==> config.mk <==
export PLATFORM = sky130hd
export DESIGN_NAME = bresenham_line_address_generator_flat
export DESIGN_NICKNAME = d
export VERILOG_FILES = /design/src/design/blag_pkg.sv /design/src/design/blag_if.sv /design/src/design/blag_setup.sv /design/src/design/bresenham_line_address_generator.sv /design/src/flat_wrapper.sv
export SDC_FILE = /design/constraint.sdc
export NUM_CORES = 1
export LEC_CHECK = 0
export BUFFER_PORTS_ARGS = -buffer_cell sky130_fd_sc_hd__buf_2
export CORE_ASPECT_RATIO = 1.4
export CORE_MARGIN = 2
export CORE_UTILIZATION = 35
export DETAILED_ROUTE_END_ITERATION = 7
export PLACE_DENSITY = 0.62
export SYNTH_ARGS = -nofsm -noshare
export SYNTH_HDL_FRONTEND = slang
export SYNTH_SLANG_ARGS = --single-unit
==> constraint.sdc <==
create_clock -name clk -period 9.6 [get_ports clk]
set_input_delay 0.96 -clock clk [delete_from_list [all_inputs] [get_ports clk]]
set_output_delay 0.96 -clock clk [all_outputs]
set_load 0.01 [all_outputs]
==> src/design/blag_pkg.sv <==
// Package: widths, codes and types shared by the line address generator.
`default_nettype none

package blag_pkg;

  // Coordinate and derived widths
  localparam int COORD_BITS    = 11;
  localparam int DELTA_BITS    = COORD_BITS + 1;
  localparam int ERR_BITS      = COORD_BITS + 2;
  localparam int OFS_BITS      = 24;
  localparam int COLOR_BITS    = 24;
  localparam int WIDTH_BITS    = 12;
  localparam int STRIDE_BITS   = WIDTH_BITS + 2;
  localparam int PROD_BITS     = (STRIDE_BITS + COORD_BITS > OFS_BITS) ?
                                 (STRIDE_BITS + COORD_BITS) : OFS_BITS;
  localparam int GREY_BITS     = 8;

  // Configuration port
  localparam int CFG_IDX_BITS  = 2;
  localparam int CFG_DATA_BITS = 12;

  localparam logic [CFG_IDX_BITS-1:0] CFG_IMAGE_WIDTH  = 2'd0;
  localparam logic [CFG_IDX_BITS-1:0] CFG_PIXEL_FORMAT = 2'd1;

  localparam logic [WIDTH_BITS-1:0] IMAGE_WIDTH_RESET = 12'd640;

  // Request and format codes
  localparam logic REQ_LOAD = 1'b0;
  localparam logic REQ_TICK = 1'b1;
  localparam logic FMT_GREY = 1'b0;
  localparam logic FMT_RGB  = 1'b1;

  // Line setup computed from a load beat
  typedef struct packed {
    logic signed [ERR_BITS-1:0] error_term;
    logic [DELTA_BITS-1:0]      major_delta;
    logic [DELTA_BITS-1:0]      minor_delta;
    logic [OFS_BITS-1:0]        start_offset;
    logic [OFS_BITS-1:0]        major_step;
    logic [OFS_BITS-1:0]        minor_step;
    logic [DELTA_BITS-1:0]      pixels_left;
    logic [COLOR_BITS-1:0]      line_color;
    logic                       line_active;
  } line_setup_t;

endpackage

`default_nettype wire

==> src/design/blag_if.sv <==
// Interfaces: request, pixel and configuration channels.
`default_nettype none

interface blag_req_if;
  import blag_pkg::*;
  logic                  valid;
  logic                  ready;
  logic                  req_type;
  logic [COORD_BITS-1:0] x_start;
  logic [COORD_BITS-1:0] y_start;
  logic [COORD_BITS-1:0] x_end;
  logic [COORD_BITS-1:0] y_end;
  logic [COLOR_BITS-1:0] pixel_value;

  modport source (output valid, req_type, x_start, y_start, x_end, y_end, pixel_value,
                  input ready);
  modport sink   (input valid, req_type, x_start, y_start, x_end, y_end, pixel_value,
                  output ready);
endinterface

interface blag_pix_if;
  import blag_pkg::*;
  logic                  valid;
  logic                  ready;
  logic [OFS_BITS-1:0]   pixel_offset;
  logic [COLOR_BITS-1:0] pixel_color;
  logic                  last_pixel;

  modport source (output valid, pixel_offset, pixel_color, last_pixel, input ready);
  modport sink   (input valid, pixel_offset, pixel_color, last_pixel, output ready);
endinterface

interface blag_cfg_if;
  import blag_pkg::*;
  logic                     valid;
  logic                     ready;
  logic [CFG_IDX_BITS-1:0]  index;
  logic [CFG_DATA_BITS-1:0] data;

  modport source (output valid, index, data, input ready);
  modport sink   (input valid, index, data, output ready);
endinterface

`default_nettype wire

==> src/design/blag_setup.sv <==
// Line setup: major axis, deltas, error term, steps and start offset of a load.
`default_nettype none

module blag_setup
  import blag_pkg::*;
(
  input  wire logic [COORD_BITS-1:0] x_start,
  input  wire logic [COORD_BITS-1:0] y_start,
  input  wire logic [COORD_BITS-1:0] x_end,
  input  wire logic [COORD_BITS-1:0] y_end,
  input  wire logic [COLOR_BITS-1:0] pixel_value,
  input  wire logic [WIDTH_BITS-1:0] image_width,
  input  wire logic                  pixel_format,
  output line_setup_t                setup
);

  logic [STRIDE_BITS-1:0] width_ext;
  logic [STRIDE_BITS-1:0] stride;
  logic [OFS_BITS-1:0]    stride_ofs;
  logic [OFS_BITS-1:0]    bpp_ofs;
  logic [OFS_BITS-1:0]    x_ofs;
  logic [OFS_BITS-1:0]    x_byte;
  logic [PROD_BITS-1:0]   row_prod;
  logic [OFS_BITS-1:0]    x_step;
  logic [OFS_BITS-1:0]    y_step;
  logic [COORD_BITS-1:0]  adx;
  logic [COORD_BITS-1:0]  ady;
  logic [DELTA_BITS-1:0]  major;
  logic [DELTA_BITS-1:0]  minor;
  logic [DELTA_BITS-1:0]  count;
  logic                   x_major;

  // Row stride in bytes
  assign width_ext  = {2'b00, image_width};
  assign stride     = (pixel_format == FMT_RGB) ? ((width_ext << 1) + width_ext) : width_ext;
  assign stride_ofs = {{(OFS_BITS-STRIDE_BITS){1'b0}}, stride};
  assign bpp_ofs    = (pixel_format == FMT_RGB) ? OFS_BITS'(3) : OFS_BITS'(1);

  // Start offset: bpp*x plus stride*y, wrapped to the offset width
  assign x_ofs    = {{(OFS_BITS-COORD_BITS){1'b0}}, x_start};
  assign x_byte   = (pixel_format == FMT_RGB) ? ((x_ofs << 1) + x_ofs) : x_ofs;
  assign row_prod = {{(PROD_BITS-STRIDE_BITS){1'b0}}, stride} *
                    {{(PROD_BITS-COORD_BITS){1'b0}}, y_start};

  // Signed byte steps per axis
  assign x_step = (x_end >= x_start) ? bpp_ofs : (OFS_BITS'(0) - bpp_ofs);
  assign y_step = (y_end >= y_start) ? stride_ofs : (OFS_BITS'(0) - stride_ofs);

  // Absolute differences and axis choice
  assign adx     = (x_end >= x_start) ? (x_end - x_start) : (x_start - x_end);
  assign ady     = (y_end >= y_start) ? (y_end - y_start) : (y_start - y_end);
  assign x_major = (adx >= ady);
  assign count   = {1'b0, (x_major ? adx : ady)};
  assign major   = count + DELTA_BITS'(1);
  assign minor   = {1'b0, (x_major ? ady : adx)} + DELTA_BITS'(1);

  // Pack the setup
  always_comb begin
    setup.error_term   = $signed({1'b0, major} - {2'b00, minor[DELTA_BITS-1:1]});
    setup.major_delta  = major;
    setup.minor_delta  = minor;
    setup.start_offset = x_byte + row_prod[OFS_BITS-1:0];
    setup.major_step   = x_major ? x_step : y_step;
    setup.minor_step   = x_major ? y_step : x_step;
    setup.pixels_left  = count;
    setup.line_color   = (pixel_format == FMT_RGB) ? pixel_value :
                         {{(COLOR_BITS-GREY_BITS){1'b0}}, pixel_value[GREY_BITS-1:0]};
    setup.line_active  = (count != '0);
  end

endmodule

`default_nettype wire

==> src/design/bresenham_line_address_generator.sv <==
// Top level: Bresenham line address generator with registered pixel output.
//
//   channel | dir | beat                                   | fires on
//   req     | in  | req_type, endpoints, pixel_value       | valid && ready
//   pix     | out | pixel_offset, pixel_color, last_pixel  | valid && ready
//   cfg     | in  | index, data (width, format)            | valid && ready
//
// One request beat per cycle while req.ready is high; a tick beat shows up on pix in the cycle after it is taken.
// The load path (stride times row multiply plus add) sets the cycle time.
// req.ready drops only while a pixel beat waits in the output register.
// Reset: no line active, width 640, grey format; cfg is always ready.
`default_nettype none

module bresenham_line_address_generator
  import blag_pkg::*;
(
  input  wire logic   clk,
  input  wire logic   rst,
  blag_req_if.sink    req,
  blag_pix_if.source  pix,
  blag_cfg_if.sink    cfg
);

  // Configuration registers
  logic [WIDTH_BITS-1:0] image_width;
  logic                  pixel_format;

  // Line state
  logic                       line_active;
  logic signed [ERR_BITS-1:0] error_term;
  logic [DELTA_BITS-1:0]      major_delta;
  logic [DELTA_BITS-1:0]      minor_delta;
  logic [OFS_BITS-1:0]        current_offset;
  logic [OFS_BITS-1:0]        major_step;
  logic [OFS_BITS-1:0]        minor_step;
  logic [DELTA_BITS-1:0]      pixels_left;
  logic [COLOR_BITS-1:0]      line_color;

  // Output register
  logic                  out_valid;
  logic [OFS_BITS-1:0]   out_offset;
  logic [COLOR_BITS-1:0] out_color;
  logic                  out_last;

  line_setup_t setup;

  logic                       req_fire;
  logic                       load_fire;
  logic                       tick_fire;
  logic signed [ERR_BITS:0]   err_sub;
  logic signed [ERR_BITS:0]   err_fix;
  logic [OFS_BITS-1:0]        ofs_major;
  logic [OFS_BITS-1:0]        offset_next;
  logic signed [ERR_BITS-1:0] error_next;
  logic [DELTA_BITS-1:0]      left_next;

  blag_setup u_setup (
    .x_start      (req.x_start),
    .y_start      (req.y_start),
    .x_end        (req.x_end),
    .y_end        (req.y_end),
    .pixel_value  (req.pixel_value),
    .image_width  (image_width),
    .pixel_format (pixel_format),
    .setup        (setup)
  );

  // Handshakes
  assign req.ready = !out_valid || pix.ready;
  assign cfg.ready = 1'b1;
  assign req_fire  = req.valid && req.ready;
  assign load_fire = req_fire && (req.req_type == REQ_LOAD);
  assign tick_fire = req_fire && (req.req_type == REQ_TICK) && line_active;

  // Step along the major axis, take a minor step when the error goes negative
  assign err_sub     = {error_term[ERR_BITS-1], error_term} - $signed({2'b00, minor_delta});
  assign err_fix     = err_sub + $signed({2'b00, major_delta});
  assign ofs_major   = current_offset + major_step;
  assign offset_next = (err_sub < 0) ? (ofs_major + minor_step) : ofs_major;
  assign error_next  = (err_sub < 0) ? err_fix[ERR_BITS-1:0] : err_sub[ERR_BITS-1:0];
  assign left_next   = pixels_left - DELTA_BITS'(1);

  // Configuration writes; unknown indexes are dropped
  always_ff @(posedge clk) begin
    if (rst) begin
      image_width  <= IMAGE_WIDTH_RESET;
      pixel_format <= FMT_GREY;
    end else if (cfg.valid && cfg.ready) begin
      case (cfg.index)
        CFG_IMAGE_WIDTH:  image_width  <= cfg.data[WIDTH_BITS-1:0];
        CFG_PIXEL_FORMAT: pixel_format <= cfg.data[0];
        default:          ;
      endcase
    end
  end

  // Line state: load replaces the line, tick advances it
  always_ff @(posedge clk) begin
    if (rst) begin
      line_active    <= 1'b0;
      error_term     <= '0;
      major_delta    <= '0;
      minor_delta    <= '0;
      current_offset <= '0;
      major_step     <= '0;
      minor_step     <= '0;
      pixels_left    <= '0;
      line_color     <= '0;
    end else if (load_fire) begin
      line_active    <= setup.line_active;
      error_term     <= setup.error_term;
      major_delta    <= setup.major_delta;
      minor_delta    <= setup.minor_delta;
      current_offset <= setup.start_offset;
      major_step     <= setup.major_step;
      minor_step     <= setup.minor_step;
      pixels_left    <= setup.pixels_left;
      line_color     <= setup.line_color;
    end else if (tick_fire) begin
      line_active    <= (left_next != '0);
      error_term     <= error_next;
      current_offset <= offset_next;
      pixels_left    <= left_next;
    end
  end

  // Output register: hold a pixel beat until taken
  always_ff @(posedge clk) begin
    if (rst) begin
      out_valid <= 1'b0;
    end else if (tick_fire) begin
      out_valid <= 1'b1;
    end else if (pix.ready) begin
      out_valid <= 1'b0;
    end
  end

  always_ff @(posedge clk) begin
    if (tick_fire) begin
      out_offset <= current_offset;
      out_color  <= line_color;
      out_last   <= (pixels_left == DELTA_BITS'(1));
    end
  end

  assign pix.valid        = out_valid;
  assign pix.pixel_offset = out_offset;
  assign pix.pixel_color  = out_color;
  assign pix.last_pixel   = out_last;

endmodule

`default_nettype wire

==> src/flat_wrapper.sv <==
// flat-port wrapper written by rule: the top's interface ports become plain ports
module bresenham_line_address_generator_flat import blag_pkg::*;
  (clk, rst, req_valid, req_req_type, req_x_start, req_y_start, req_x_end, req_y_end, req_pixel_value, req_ready, pix_valid, pix_pixel_offset, pix_pixel_color, pix_last_pixel, pix_ready, cfg_valid, cfg_index, cfg_data, cfg_ready);
  blag_req_if req_i ();
  blag_pix_if pix_i ();
  blag_cfg_if cfg_i ();
  input  wire logic clk;
  input  wire logic rst;
  input wire logic [$bits(req_i.valid)-1:0] req_valid;
  input wire logic [$bits(req_i.req_type)-1:0] req_req_type;
  input wire logic [$bits(req_i.x_start)-1:0] req_x_start;
  input wire logic [$bits(req_i.y_start)-1:0] req_y_start;
  input wire logic [$bits(req_i.x_end)-1:0] req_x_end;
  input wire logic [$bits(req_i.y_end)-1:0] req_y_end;
  input wire logic [$bits(req_i.pixel_value)-1:0] req_pixel_value;
  output wire logic [$bits(req_i.ready)-1:0] req_ready;
  output wire logic [$bits(pix_i.valid)-1:0] pix_valid;
  output wire logic [$bits(pix_i.pixel_offset)-1:0] pix_pixel_offset;
  output wire logic [$bits(pix_i.pixel_color)-1:0] pix_pixel_color;
  output wire logic [$bits(pix_i.last_pixel)-1:0] pix_last_pixel;
  input wire logic [$bits(pix_i.ready)-1:0] pix_ready;
  input wire logic [$bits(cfg_i.valid)-1:0] cfg_valid;
  input wire logic [$bits(cfg_i.index)-1:0] cfg_index;
  input wire logic [$bits(cfg_i.data)-1:0] cfg_data;
  output wire logic [$bits(cfg_i.ready)-1:0] cfg_ready;
  assign req_i.valid = req_valid;
  assign req_i.req_type = req_req_type;
  assign req_i.x_start = req_x_start;
  assign req_i.y_start = req_y_start;
  assign req_i.x_end = req_x_end;
  assign req_i.y_end = req_y_end;
  assign req_i.pixel_value = req_pixel_value;
  assign req_ready = req_i.ready;
  assign pix_valid = pix_i.valid;
  assign pix_pixel_offset = pix_i.pixel_offset;
  assign pix_pixel_color = pix_i.pixel_color;
  assign pix_last_pixel = pix_i.last_pixel;
  assign pix_i.ready = pix_ready;
  assign cfg_i.valid = cfg_valid;
  assign cfg_i.index = cfg_index;
  assign cfg_i.data = cfg_data;
  assign cfg_ready = cfg_i.ready;
  bresenham_line_address_generator u_core (.clk(clk), .rst(rst), .req(req_i), .pix(pix_i), .cfg(cfg_i));
endmodule
; ---- Word-level counts from Yosys, hierarchy flattened
; Cells that the tools add are included.
[classes]
add_sub_neg = 17
multipliers = 1
div_mod_pow = 0
magnitude_cmp = 4
eq_ne = 2
n_shift = 0
muxes = 24
bitwise = 1
reduce_logical = 14
[ops]
columns = op, n
row1 = $mux W24, 8
row2 = $add A24 B24 Y24, 3
row3 = $mux W11, 6
row4 = $mux W13, 4
row5 = $sub A11 B11 Y11, 4
row6 = $ge A11 B11 Y1, 3
row7 = $add A11 B1 Y12 const B, 2
row8 = $mul A14 B11 Y24, 1
row9 = $reduce_bool A12 Y1, 2
row10 = $sub A1 B14 Y15 const A, 1
row11 = $add A13 B12 Y14, 1
row12 = $lt A14 B1 Y1 const B, 1
row13 = $mux W14, 1
row14 = $sub A13 B13 Y14, 1
row15 = $add A12 B11 Y13, 1
row16 = $add A13 B13 Y13, 1
row17 = $sub A12 B11 Y13, 1
row18 = $eq A12 B1 Y1 const B, 1
row19 = $sub A12 B1 Y12 const B, 1
row20 = $logic_and A1 B1 Y1, 4
row21 = $mux W1, 4
row22 = $reduce_and A2 Y1, 2
row23 = $reduce_bool A2 Y1, 2
row24 = $sub A1 B2 Y3 const A, 1
row25 = other kinds (7), 7
[word_totals]
register_bits = 209
latchBits = 0
ramBits = 0
mem_bits_ro = 0
in_bits = 88
out_inout_bits = 52
word_cells = 79
mem_count = 0

; ---- Depth between registers and ports, before layout
[logic_depth]
depth_word = 7
mapped_depth = 38
mapped_depth_nobuf = 33

; ---- By module
; A second synthesis with hierarchy kept.
[unflattened]
cells_unflattened = 2777
area_unflattened_um2 = 22285.1
[modules_own_cells]
columns = module, n_inst, cells_per_inst, area_per_inst_um2, seq_area_each_um2
row1 = bresenham_line_address_generator, 1, 1345, 11360.9, 4674.5
row2 = blag_setup, 1, 1432, 10924.2, 0.0

; ---- Least setup slack after synthesis
; No wires, ideal clock.
[synth_path]
path_kind = input port to flip-flop
from = input req_y_start[10]
to = register u_core.error_term[8]
setup_ps = 103
t_arrival_ps = 7950
required_ps = 9497
setup_slack_ps = 1547
path_stages = 33
path_buffers = 6
path_cell_list = clkbuf_1 -> inv_1 -> ha_1 -> nand4_1 -> nor4_2 -> a211o_1 -> nor2_1 -> clkbuf_1 -> o311ai_0 -> o211ai_1 -> xnor2_1 -> ha_1 -> nand4_1 -> or2_2 -> nor2_1 -> a21o_1 -> or2_1 -> buf_4 -> buf_6 -> clkbuf_1 -> buf_1 -> nor2_1 -> a21oi_1 -> ha_1 -> inv_1 -> xnor2_1 -> fa_1 -> o221a_1 -> or2_2 -> a311oi_1 -> or3_1 -> xnor2_1 -> a2111oi_2
[synth_via]
elab_chain_len = 7
elab_cells_between_ends = 11
classes_between = add/sub: 5 / order compare: 2 / mux: 4
[synth_rtl]
columns = item, line_no
row1 = "start, declared", flat_wrapper.sv:12  ; input wire logic [$bits(req_i.y_start)-1:0] req_y_start;
row2 = $sub A11 B11 Y11 or $ge A11 B11 Y1 (tied branches), blag_setup.sv:51  ; assign ady = (y_end >= y_start) ? (y_end - y_start) : (y_start - y_end);
row3 = $mux W11 (*), blag_setup.sv:51
row4 = $ge A11 B11 Y1, blag_setup.sv:52  ; assign x_major = (adx >= ady);
row5 = $mux W11 (on tied branches), "blag_setup.sv:53, blag_setup.sv:55"
row6 = $add A11 B1 Y12 (on tied branches), "blag_setup.sv:54, blag_setup.sv:55"
row7 = $sub A12 B11 Y13 (*), blag_setup.sv:59  ; setup.error_term = $signed({1'b0, major} - {2'b00, minor[DELTA_BITS-1:1]});
row8 = $mux W13 (*), bresenham_line_address_generator.sv:109  ; end else if (load_fire) begin
row9 = "end signal, assigned", bresenham_line_address_generator.sv:111  ; error_term <= setup.error_term;
row10 = "end signal, assigned", bresenham_line_address_generator.sv:121  ; error_term <= error_next;
row11 = "end, declared", bresenham_line_address_generator.sv:30  ; logic signed [ERR_BITS-1:0] error_term;
; Every way passes the cells marked *; elsewhere a longest branch is shown, timed or not.
; A chain may end at the register's enable or synchronous reset.

; ---- Worst setup path in the final report
[layout_path]
from = register u_core.image_width[1]
to = register u_core.current_offset[23]
[layout_via]
elab_chain_len = 5
[layout_rtl]
columns = item, line_no
row1 = "start, declared", bresenham_line_address_generator.sv:25  ; logic [WIDTH_BITS-1:0] image_width;
row2 = "start signal, assigned", bresenham_line_address_generator.sv:90  ; CFG_IMAGE_WIDTH: image_width <= cfg.data[WIDTH_BITS-1:0];
row3 = $add A13 B12 Y14, blag_setup.sv:35  ; assign stride = (pixel_format == FMT_RGB) ? ((width_ext << 1) + width_ext) : width_ext;
row4 = $mux W14 (*), blag_setup.sv:35
row5 = $mul A14 B11 Y24 (*), blag_setup.sv:42  ; assign row_prod = {{(PROD_BITS-STRIDE_BITS){1'b0}}, stride} *
row6 = $add A24 B24 Y24 (*), blag_setup.sv:62  ; setup.start_offset = x_byte + row_prod[OFS_BITS-1:0];
row7 = $mux W24 (*), bresenham_line_address_generator.sv:109
row8 = "end signal, assigned", bresenham_line_address_generator.sv:114  ; current_offset <= setup.start_offset;
row9 = "end signal, assigned", bresenham_line_address_generator.sv:122  ; current_offset <= offset_next;
row10 = "end, declared", bresenham_line_address_generator.sv:33  ; logic [OFS_BITS-1:0] current_offset;
; Marked as above.

==> qor.yml <==
post_cts_repair_resize_count: 0
dp_slack_ns: 0.908
grt_pass1_wl_um: 98000
finalMaxSlewViolations: 0
clk-insertion-delay-late_ns: 0.46
mostFrequentLayoutCell: "inv_1"
grt_antenna_before_repair: 1
timing.critical_path.arrival_ns: 8.86
status: "completed"
setup_viol: 0
initialDrtViolationCount: 1026
remaining_drc_errors: 0
die_w_um: 208
pwr-share-clk: 0.147
rows: 104
hold_viol: 0
floorplan.io_pins: 140
clock_slew_at_reported_path_ffs_ns: 0.08
overflow: 0
critPathRequiredTime_ns: 9.95
grt_pass1_vias: 18300
route.vias.total: 17700
min_delay_path_depth: 0
internal_power_mw: 2.53
cell_count_after_placement: 3282
n_antenna_cell: 0
stdcell_area_um2: 22300
post-cts-setup-buffer-count: 0
detail_route.wl_per_cell_um: 18.3
worst_hold_slack_across_all_endpoints_ns: 0.430
crit_path_start_kind: "register"
max_slew.worst_pin.slew_ns: 1.13
vias_per_cell: 5.34
synth_top_flop_cell: "dfxtp_1"
cts_root_buf: "clkbuf_16"
worst_clock_skew_ns: 0.0162
placed_area_um2: 21700
edff_count_synth: 49
nets: 2996
drt_pass1_iterations: 6
worst_path_largest_cell_delay_ns: 0.70
worst_ir_drop_on_vdd_uv: 129
total_leakage_power_nw: 10.1
layout.filler_cells: 5905
cpMostUsedCell: "fa_1"
antenna_left: 0
maxSlewHeadroom: 0.225
mappedNetlistArea_um2: 20400
ys_seq_elements: 191
cts-htree-levels: 4
cts_hold_buf: 0
grt_start_max_net_pins: 92
synth_async_sr_flop_share: 0
core-area_um2: 57500
postSynthNetCount: 2929
wirelength_um: 60600
detailed_place_hpwl_um: 48000
postSynthAreaPerCell_um2: 8.18
final.min_clock_period_ns: 8.51
min-delay-path-class: "register to register"
power_switching_share: 0.479
maxClockFrequency_ghz: 0.117
commonest_non_fill_non_tap_cells_in_the_layout: "inv_1, nand2_1, nor2_1"
gp_routability_congestion: 0.877
criticalPathCategory: "register to register"
synthesis.yosys.warnings: 0
clock_sinks: 191
area.growth.synth_to_final_pct: 9.53
power.net_switching_mw: 2.33
post_synth_inst_count: 2492
yosys.cell_types.count: 88
r2r_cells: 31
power_density_nw_per_um2: 218
cts_inserted_buffers: 17
clock_tree_from_tritoncts: "built"
grtUsageTotal: 0.203
ys_seq_area_frac: 0.212
setup_slack_ns: 1.09
grt_setup_unrepaired: "false"
final-instance-count-excl-fill: 3314
initial_utilization: 0.354
timing.critical_path.slowest_stage_cell: "a31oi_1"
cp-end-kind: "register"
cap_violations: 0
share_seq_of_total_power: 0.202
total_chip_power_mw: 4.86
ctsLongestPathBuffers: 2
die_h_um: 290
fin_util: 0.388
final_critical_path_share_of_the_clock_period: 0.887
design.die.area_um2: 60200
comb_power_share: 0.651
critical_path_peak_fanout: 6
io_buffers: 138
drive_above_1_share: 0.0921
final.setup.tns_ns: 0
==> critical path: cells and delay by family (launching register included) <==
kind,cells,cell delay (ns)
AND/OR/NAND/NOR,4,0.69
adder cells (fa/ha/maj),8,3.61
XOR/XNOR,1,0.19
AO/OA/AOI/OAI,14,3.27
buffers and inverters,4,0.22
flip-flops,1,0.42
==> synth_stat cells, types with 10 or more instances <==
| cell | instances | area (µm²) |
|---|---|---|
| inv_1 | 271 | 1020 |
| nand2_1 | 251 | 942 |
| nor2_1 | 245 | 920 |
| ha_1 | 219 | 2740 |
| a21oi_1 | 181 | 906 |
| dfxtp_1 | 142 | 2840 |
| fa_1 | 130 | 2600 |
| xnor2_1 | 105 | 920 |
| o21ai_0 | 103 | 515 |
| clkbuf_1 | 91 | 342 |
| a211oi_1 | 58 | 435 |
| nor3_1 | 54 | 270 |
| a21o_1 | 49 | 368 |
| edfxtp_1 | 49 | 1470 |
| xor2_1 | 47 | 412 |
| and2_1 | 43 | 269 |
| nand3_1 | 42 | 210 |
| mux2i_1 | 34 | 340 |
| nand2b_1 | 28 | 175 |
| o211ai_1 | 28 | 210 |
| o21a_1 | 20 | 150 |
| nor2b_1 | 18 | 113 |
| o21bai_1 | 18 | 135 |
| and3_1 | 16 | 100 |
| or3_1 | 16 | 100 |
| a31oi_1 | 15 | 93.8 |
| a21boi_0 | 14 | 105 |
| buf_1 | 13 | 48.8 |
| o22ai_1 | 13 | 81.3 |
| a311oi_1 | 11 | 96.3 |
| o31ai_1 | 10 | 75.1 |
==> layer usage <==
| layer | GRT usage | vias up | share of wire |
|---|---|---|---|
| met5 | 0 | - | 0.00021 |
| met4 | 0.0727 | 2 | 0.027 |
| met3 | 0.0219 | 87 | 0.041 |
| met2 | 0.372 | 424 | 0.50 |
| met1 | 0.247 | 8526 | 0.43 |
| li1 | - | 8648 | - |
==> state kept, by name, indices dropped and copies added (netlist names) <==
| register | count |
|---|---|
| u_core.pix.last_pixel | 1 |
| u_core.line_active | 1 |
| u_core.line_color | 24 |
| u_core.minor_step | 15 |
| u_core.pixels_left | 12 |
| u_core.major_step | 15 |
| u_core.pix.pixel_offset | 24 |
| u_core.pixel_format | 1 |
| u_core.major_delta | 12 |
| u_core.error_term | 13 |
| u_core.pix.valid | 1 |
| u_core.pix.pixel_color | 24 |
| u_core.image_width | 12 |
| u_core.minor_delta | 12 |
| u_core.current_offset | 24 |
==> power groups by stage <==
| stage | combinational, mW | clock (mW) | sequential [mW] |
|---|---|---|---|
| 6_report | 3.16 | 0.715 | 0.982 |
| 5_1_grt | 3.55 | 0.764 | 0.993 |
| 4_1_cts | 3.16 | 0.738 | 0.981 |
| 3_5_place_dp | 3.13 | 0 | 1.00 |
| 3_3_place_gp | 3.08 | 0 | 0.997 |
| 2_1_floorplan | 2.43 | 0 | 0.974 |
==> path summary, 6_finish.rpt <==
check,slack [ns],start,end
worst max-delay path,1.09,u_core.image_width[1]$_SDFFE_PP0P_,u_core.current_offset[23]$_SDFFE_PP0P_
worst max register to register,1.09,u_core.image_width[1]$_SDFFE_PP0P_,u_core.current_offset[23]$_SDFFE_PP0P_
worst min-delay path,0.43,u_core.line_color[3]$_SDFFE_PP0P_,u_core.pix.pixel_color[3]$_DFFE_PP_
worst min register to register,0.43,u_core.line_color[3]$_SDFFE_PP0P_,u_core.pix.pixel_color[3]$_DFFE_PP_
==> kinds of logic after synthesis <==
kind of cell	share of synthesized area
flops	0.212
other cells	0.000184
simple gates	0.173
fa+ha+maj	0.263
xor+xnor	0.0665
mux	0.0228
compound gates	0.190
buf+inv	0.0733
==> layout make-up <==
class                      count  area [µm²]  share of cell area
clock inverter                15         164             0.00734
clock buffer                  17         425              0.0191
tap                          742         928              0.0416
timing repair buffer         163         881              0.0395
sequential                   191        4320               0.193
multi-input combinational   1913       14600               0.653
inverter                     273        1030              0.0460
Note: power is estimated with default switching activity, not from simulation.
